<file path="config.mk">
export PLATFORM = sky130hd
export DESIGN_NAME = adc_single_shot_register_block_top
export DESIGN_NICKNAME = d
export VERILOG_FILES = /design/src/rtl/core/adcss_pkg.sv /design/src/rtl/core/adcss_ctrl.sv /design/src/rtl/core/adcss_datapath.sv /design/src/rtl/core/adc_single_shot_register_block_top.sv
export SDC_FILE = /design/constraint.sdc
export NUM_CORES = 1
export LEC_CHECK = 0
export BUFFER_PORTS_ARGS = -buffer_cell sky130_fd_sc_hd__clkbuf_2
export CAP_MARGIN = 20
export CORE_UTILIZATION = 60
export CTS_BUF_LIST = sky130_fd_sc_hd__clkbuf_16
export CTS_CLUSTER_DIAMETER = 120
export DETAILED_ROUTE_END_ITERATION = 10
export PLACE_DENSITY = 0.74
export SLEW_MARGIN = 15
export SYNTH_ARGS = -nofsm -noshare
export SYNTH_HDL_FRONTEND = slang
export SYNTH_SLANG_ARGS = --single-unit
</file>
<file path="constraint.sdc">
create_clock -name clk -period 5.1 [get_ports clk]
set_clock_uncertainty 0.1 [all_clocks]
set_input_delay 0 -clock clk [delete_from_list [all_inputs] [get_ports clk]]
set_output_delay 0 -clock clk [all_outputs]
set_load 0.02 [all_outputs]
</file>
<file path="src/rtl/core/adcss_pkg.sv">
`default_nettype none

package adcss_pkg;

  // Register map, byte offsets within the 4 KiB window.
  localparam logic [11:0] OFF_START     = 12'h000;
  localparam logic [11:0] OFF_STATUS    = 12'h010;
  localparam logic [11:0] OFF_MASK      = 12'h014;
  localparam logic [11:0] OFF_CONTROL   = 12'h030;
  localparam logic [11:0] OFF_SEQ       = 12'h034;
  localparam logic [11:0] OFF_LASTCH    = 12'h03C;
  localparam logic [11:0] OFF_PLAIN_END = 12'h040;
  localparam logic [11:0] OFF_SAMPLES   = 12'h050;

  localparam int DONE_POS     = 1;
  localparam int START_EN_POS = 7;
  localparam int ONE_SHOT_POS = 0;
  localparam int CH_LSB       = 12;

  localparam logic [31:0] MASK_RESET = 32'h0000_000F;
  localparam logic [11:0] RAW_RESET  = 12'd3698;

  localparam logic MODE_READ  = 1'b0;
  localparam logic MODE_WRITE = 1'b1;

  typedef struct packed {
    logic        mode;
    logic [11:0] byte_offset;
    logic [31:0] write_data;
  } req_t;

  typedef struct packed {
    logic [31:0] read_data;
    logic        irq_level;
  } rsp_t;

  typedef struct packed {
    logic capture;
    logic execute;
  } cmd_t;

endpackage

`default_nettype wire

</file>
<file path="src/rtl/core/adcss_ctrl.sv">
`default_nettype none

module adcss_ctrl (
  input  wire logic          clk,
  input  wire logic          rst,
  input  wire logic          req_valid,
  output logic               req_ready,
  output logic               rsp_valid,
  input  wire logic          rsp_ready,
  output adcss_pkg::cmd_t    cmd
);
  import adcss_pkg::*;

  localparam logic ST_IDLE = 1'b0;
  localparam logic ST_BUSY = 1'b1;

  logic state;
  logic state_next;
  logic rsp_valid_next;

  assign req_ready = (state == ST_IDLE);

  always_comb begin
    cmd            = '0;
    state_next     = state;
    rsp_valid_next = rsp_valid;
    if (rsp_valid && rsp_ready) begin
      rsp_valid_next = 1'b0;
    end
    case (state)
      ST_IDLE: begin
        if (req_valid) begin
          cmd.capture = 1'b1;
          state_next  = ST_BUSY;
        end
      end
      ST_BUSY: begin
        // The access runs only once the result register is free to take its word.
        if (!rsp_valid || rsp_ready) begin
          cmd.execute    = 1'b1;
          rsp_valid_next = 1'b1;
          state_next     = ST_IDLE;
        end
      end
      default: begin
        state_next = ST_IDLE;
      end
    endcase
  end

  always_ff @(posedge clk) begin
    if (rst) begin
      state     <= ST_IDLE;
      rsp_valid <= 1'b0;
    end else begin
      state     <= state_next;
      rsp_valid <= rsp_valid_next;
    end
  end

  a_busy_after_capture: assert property (@(posedge clk) disable iff (rst)
    cmd.capture |=> !req_ready)
    else $error("request accepted while an access was pending");

  a_execute_slot_free: assert property (@(posedge clk) disable iff (rst)
    cmd.execute |-> (!rsp_valid || rsp_ready))
    else $error("result overwritten before it was taken");

  a_execute_gives_result: assert property (@(posedge clk) disable iff (rst)
    cmd.execute |=> rsp_valid)
    else $error("executed access produced no result");

  a_commands_exclusive: assert property (@(posedge clk) disable iff (rst)
    !(cmd.capture && cmd.execute))
    else $error("capture and execute in the same cycle");

endmodule

`default_nettype wire

</file>
<file path="src/rtl/core/adcss_datapath.sv">
`default_nettype none

module adcss_datapath #(
  parameter int CHANNEL_COUNT = 9
) (
  input  wire logic            clk,
  input  wire logic            rst,
  input  wire adcss_pkg::cmd_t cmd,
  input  wire adcss_pkg::req_t req,
  input  wire logic            cfg_we,
  input  wire logic [11:0]     cfg_data,
  output adcss_pkg::rsp_t      rsp
);
  import adcss_pkg::*;

  localparam int          CH_IDX_W = (CHANNEL_COUNT > 1) ? $clog2(CHANNEL_COUNT) : 1;
  localparam logic [4:0]  CH_LIMIT = 5'(CHANNEL_COUNT);
  localparam logic [9:0]  K_LIMIT  = 10'(CHANNEL_COUNT);

  req_t        req_q;
  logic [11:0] battery_level_raw;
  logic [31:0] start_source;
  logic        done_pending;
  logic [31:0] interrupt_mask;
  logic [31:0] control_word;
  logic [31:0] sequencer_word;
  logic [3:0]  last_channel;
  logic [11:0] channel_samples [CHANNEL_COUNT];
  logic [31:0] plain_settings [16];

  logic [31:0] start_source_next;
  logic        done_pending_next;
  logic [31:0] interrupt_mask_next;
  logic [31:0] control_word_next;
  logic [31:0] sequencer_word_next;
  logic [3:0]  last_channel_next;
  logic        sample_we;
  logic        plain_we;

  logic [11:0] off;
  logic [11:0] sample_rel;
  logic [9:0]  sample_k;
  logic        sample_hit;
  logic [3:0]  conv_ch;
  logic        conv_ch_ok;
  logic [31:0] rd_value;
  logic        is_write;

  // Bits 1:0 of the offset are dropped, so any byte address hits its word.
  assign off        = {req_q.byte_offset[11:2], 2'b00};
  assign is_write   = (req_q.mode == MODE_WRITE);
  assign sample_rel = off - OFF_SAMPLES;
  assign sample_k   = sample_rel[11:2];
  assign sample_hit = (off >= OFF_SAMPLES) && (sample_k < K_LIMIT);
  assign conv_ch    = sequencer_word[CH_LSB +: 4];
  assign conv_ch_ok = ({1'b0, conv_ch} < CH_LIMIT);

  always_comb begin
    start_source_next   = start_source;
    done_pending_next   = done_pending;
    interrupt_mask_next = interrupt_mask;
    control_word_next   = control_word;
    sequencer_word_next = sequencer_word;
    last_channel_next   = last_channel;
    sample_we           = 1'b0;
    plain_we            = 1'b0;
    if (is_write) begin
      case (off)
        OFF_START:  start_source_next = req_q.write_data;
        OFF_STATUS: begin
          if (req_q.write_data[DONE_POS]) begin
            done_pending_next = 1'b0;
          end
        end
        OFF_MASK:   interrupt_mask_next = req_q.write_data;
        OFF_CONTROL: begin
          control_word_next = req_q.write_data;
          // Level trigger: every qualifying control write converts.
          if (req_q.write_data[ONE_SHOT_POS] && start_source[START_EN_POS] && conv_ch_ok) begin
            sample_we         = 1'b1;
            last_channel_next = conv_ch;
            done_pending_next = 1'b1;
          end
        end
        OFF_SEQ:    sequencer_word_next = req_q.write_data;
        OFF_LASTCH: begin
        end
        default: begin
          if (off < OFF_PLAIN_END) begin
            plain_we = 1'b1;
          end
        end
      endcase
    end
  end

  always_comb begin
    rd_value = '0;
    if (!is_write) begin
      case (off)
        OFF_START:   rd_value = start_source;
        OFF_STATUS:  rd_value = done_pending ? (32'd1 << DONE_POS) : 32'd0;
        OFF_MASK:    rd_value = interrupt_mask;
        OFF_CONTROL: rd_value = control_word;
        OFF_SEQ:     rd_value = sequencer_word;
        OFF_LASTCH:  rd_value = {28'd0, last_channel};
        default: begin
          if (sample_hit) begin
            rd_value = {20'd0, channel_samples[sample_k[CH_IDX_W-1:0]]};
          end else if (off < OFF_PLAIN_END) begin
            rd_value = plain_settings[off[5:2]];
          end
        end
      endcase
    end
  end

  always_ff @(posedge clk) begin
    if (cmd.capture) begin
      req_q <= req;
    end
    if (cmd.execute) begin
      rsp.read_data <= rd_value;
      rsp.irq_level <= done_pending_next && !interrupt_mask_next[DONE_POS];
    end
  end

  always_ff @(posedge clk) begin
    if (rst) begin
      battery_level_raw <= RAW_RESET;
      start_source      <= '0;
      done_pending      <= 1'b0;
      interrupt_mask    <= MASK_RESET;
      control_word      <= '0;
      sequencer_word    <= '0;
      last_channel      <= '0;
      for (int i = 0; i < CHANNEL_COUNT; i++) begin
        channel_samples[i] <= '0;
      end
      for (int i = 0; i < 16; i++) begin
        plain_settings[i] <= '0;
      end
    end else begin
      if (cfg_we) begin
        battery_level_raw <= cfg_data;
      end
      if (cmd.execute) begin
        start_source   <= start_source_next;
        done_pending   <= done_pending_next;
        interrupt_mask <= interrupt_mask_next;
        control_word   <= control_word_next;
        sequencer_word <= sequencer_word_next;
        last_channel   <= last_channel_next;
        if (sample_we) begin
          channel_samples[conv_ch[CH_IDX_W-1:0]] <= battery_level_raw;
        end
        if (plain_we) begin
          plain_settings[off[5:2]] <= req_q.write_data;
        end
      end
    end
  end

endmodule

`default_nettype wire

</file>
<file path="src/rtl/core/adc_single_shot_register_block_top.sv">
`default_nettype none
// A request word is registered when accepted and its result word when the controller
// executes it, once the result register is free. Accesses alternate between capture
// and execute; the next request is taken while a result still waits downstream.
// Reset (rst, synchronous, active high) sets the mask to 0xF, the raw value to 3698,
// clears all but the request and result words; requests are taken in the cycle after.
module adc_single_shot_register_block_top #(
  parameter int CHANNEL_COUNT = 9
) (
  input  wire logic            clk,
  input  wire logic            rst,
  input  wire logic            req_valid,
  output logic                 req_ready,
  input  wire adcss_pkg::req_t req,
  output logic                 rsp_valid,
  input  wire logic            rsp_ready,
  output adcss_pkg::rsp_t      rsp,
  input  wire logic            cfg_valid,
  output logic                 cfg_ready,
  input  wire logic [11:0]     cfg_data
);
  import adcss_pkg::*;

  cmd_t cmd;

  assign cfg_ready = 1'b1;

  adcss_ctrl u_ctrl (
    .clk       (clk),
    .rst       (rst),
    .req_valid (req_valid),
    .req_ready (req_ready),
    .rsp_valid (rsp_valid),
    .rsp_ready (rsp_ready),
    .cmd       (cmd)
  );

  adcss_datapath #(
    .CHANNEL_COUNT (CHANNEL_COUNT)
  ) u_datapath (
    .clk      (clk),
    .rst      (rst),
    .cmd      (cmd),
    .req      (req),
    .cfg_we   (cfg_valid && cfg_ready),
    .cfg_data (cfg_data),
    .rsp      (rsp)
  );

endmodule

`default_nettype wire
</file>
==> results.toml <==
[route]
drt_iter0_drc = 2732
drt-total-wl_um = 97440
drtPass1Iterations = 9
viasPerCell = 6.018
drc = 0
drtAntennaViolNets = 0
routedWlPerCell_um = 24.49
vias = 23940

[timing]
relSlewSlack_pct = 21.34
hold_violations = 0
slew_viol_final = 0
finalHoldWorstSlack_ns = 0.03060
finalSetupViolCount = 0
fmax_mhz = 244.6
setup_tns_ns = 0
fin_crit_ns = 4.089
setup_ws_ns = 1.011
rsz0062_at_grt = "no"
worstMarginPinSlew_ns = 1.180
fin_crit_sh_pct = 80.17

[power_and_ir_drop]
p_int_mw = 12.87
power_mw = 16.65
peakVddDrop_v = 0.0003337
clkPwrFrac_pct = 39.7
sw_frac_of_total_pct = 22.68
seq_power_share_pct = 53.1
combPwrFrac_pct = 7.2
switchingPower_mw = 3.776
powerDensity_nw_per_um2 = 369.3
p_leak_nw = 16.45

[yosys]
yosysTopAreaCell = "edfxtp_1"
seq_area_frac_synth_pct = 68.10
synthTopCellsByArea = "edfxtp_1 (60%), mux4_2 (8.6%), dfxtp_1 (7.8%)"
syn_inst = 2624
synth-edff-count = 780
ys_seq_elements = 931
yosysTopAreaCellShare_pct = 60.32
synth_cell_types = 65
syn_area_um2 = 38830
syn_area_per_cell_um2 = 14.80
ys.flop_type = "edfxtp_1"
async_reset_ff_share_pct = 0
yosys_warnings = 0

[layout]
layout_commonest_cell = "edfxtp_1"
final_cells = 3978
most-common-layout-cells = "edfxtp_1 (780), and2_1 (430), nand2_1 (283)"
finalNetCount = 3120
n_antenna_cell = 0
drive_gt1_share_pct = 15.23
fin_area_um2 = 45080
fillers = 4150
area_growth_pct = 16.09
finish.utilization_pct = 70.95

[flow_run]
cap_violations = 0

[floorplan]
core_area_um2 = 63540
die_h_um = 256.4
rows = 92
start_util_pct = 61.12
dieArea_um2 = 65740
die_w_um = 256.4
num_io_pins = 98

[worst_setup_path]
critPathMaxFanout = 22
cp.required_ns = 5.56
regToRegSetupSlack_ns = 1.01
cp_slowest_cell = "and3_1"
timing.setup.critical_path_class = "flip-flop to flip-flop"
crit_chain = "inv_1 > ha_1 > nor3b_2 > and3_1 > nor2b_2 > buf_4 > nand2_1 > a21oi_1"
crit_family = "simple AND/OR/NAND/NOR gates"
cp_data_arrival_time_ns = 4.55
worstSetupStartpointType = "flip-flop"
critPathCaptureType = "flip-flop"
critPathMaxStageDelay_ns = 0.77
worstPathBufferInverterCount = 2

[place]
dpl.cell_count = 3685
routabilityCongestion = 0.9152
post-place-ws_ns = 1.171
placedInstanceArea_um2 = 40950
dp_hpwl_um = 57240
port_buffers = 94

[clock_tree]
h-tree-depth = 3
ctsLongestPathBuffers = 3
cts_tree = "yes"
root_buffer = "clkbuf_16"
cts_sinks = 931
clk_latency_ns = 0.65
clkTransAtPathRegs_ns = 0.06
cts_made_buffers = 93
cts.repair.resized = 0

[grt]
grt_pass1_vias = 24300
grt_pass1_wl_um = 145300
overflow = 0
antenna_found_initial = 1
grt.total_usage_pct = 29.91
grt_max_degree = 90

[min_path]
hp-class = "input port to flip-flop"

[status]
outcome = "complete, no violations"
-- cells in the mapped netlist, types with 6 or more instances --
master     number
edfxtp_1      780
and2_1        431
nand2_1       283
a21oi_1       154
clkbuf_1      152
dfxtp_1       151
mux4_2        149
mux2i_1        83
buf_2          39
a22oi_1        31
nor2_1         28
nor3_1         27
a211oi_1       26
nor2b_1        23
a222oi_1       22
a2bb2oi_1      22
or2_2          21
o21ai_0        18
a31oi_1        17
o22ai_1        17
a211o_1        12
buf_1           8
buf_4           8
nand3_1         8
a2111oi_0       6
clkbuf_8        6
nand2b_1        6
-- layout make-up --
class	instances	area, um2	share of cell area (%)
multi-input cells	1744	12440	27.59
clock inverters	79	561.8	1.246
repair buffers	278	2172	4.818
flip-flops and latches	931	26450	58.68
inverters	5	18.77	0.04163
well taps	846	1059	2.348
clock buffers	95	2377	5.273
-- per-layer routing --
layer	vias up	part of all wire, %	global-route usage [%]
li1	10400	-	-
met1	11990	38	40.19
met2	1334	47	46.82
met3	209	12	8.304
met4	2	3.2	11.08
met5	-	0.13	1.389
-- power groups by stage --
stage | Combinational [mW] | Clock [mW] | Sequential, mW
finish | 1.20 | 6.61 | 8.84
floorplan | 0.794 | 0 | 8.85
global placement | 1.08 | 0 | 8.96
CTS | 1.17 | 6.65 | 8.84
detailed placement | 1.09 | 0 | 8.99
global route | 1.26 | 6.95 | 8.87
-- logic make-up (layout without fill, tap and decap cells) --
group,Yosys count,count (layout),synth area share (%)
flops,931,931,68.10
fa+ha+maj,5,5,0.1611
mux,235,235,10.87
other cells,2,277,0.01934
buf+inv,224,457,2.636
compound gates,351,351,5.954
simple gates,876,876,12.26
-- final timing paths --
check                                  start                     endpoint  cells after the start
hold reg to reg   u_datapath.start_source[3]   u_datapath.start_source[3]                      2
hold / removal                        req[6]          u_datapath.req_q[6]                      2
setup / recovery           u_datapath.off[4]  u_datapath.start_source[15]                      8
setup reg to reg           u_datapath.off[4]  u_datapath.start_source[15]                      8
-- flip-flops by register name, indices dropped and copies added, names as in the netlist, named ones only --
signal	flops
u_ctrl.rsp_valid	1
u_ctrl.state	1
u_datapath.battery_level_raw	12
u_datapath.channel_samples	192
u_datapath.control_word	32
u_datapath.done_pending	1
u_datapath.interrupt_mask	32
u_datapath.is_write	1
u_datapath.last_channel	4
u_datapath.off	10
u_datapath.plain_settings	512
u_datapath.req_q	32
u_datapath.rsp	33
u_datapath.sequencer_word	32
u_datapath.start_source	32
-- repair_timing --
item | 4_1_cts | 5_1_grt
setup buffers | 0 | 0
hold endpoints to repair | 119 | 0
hold buffers | 119 | 0
Power figures use the tool's default switching activity.
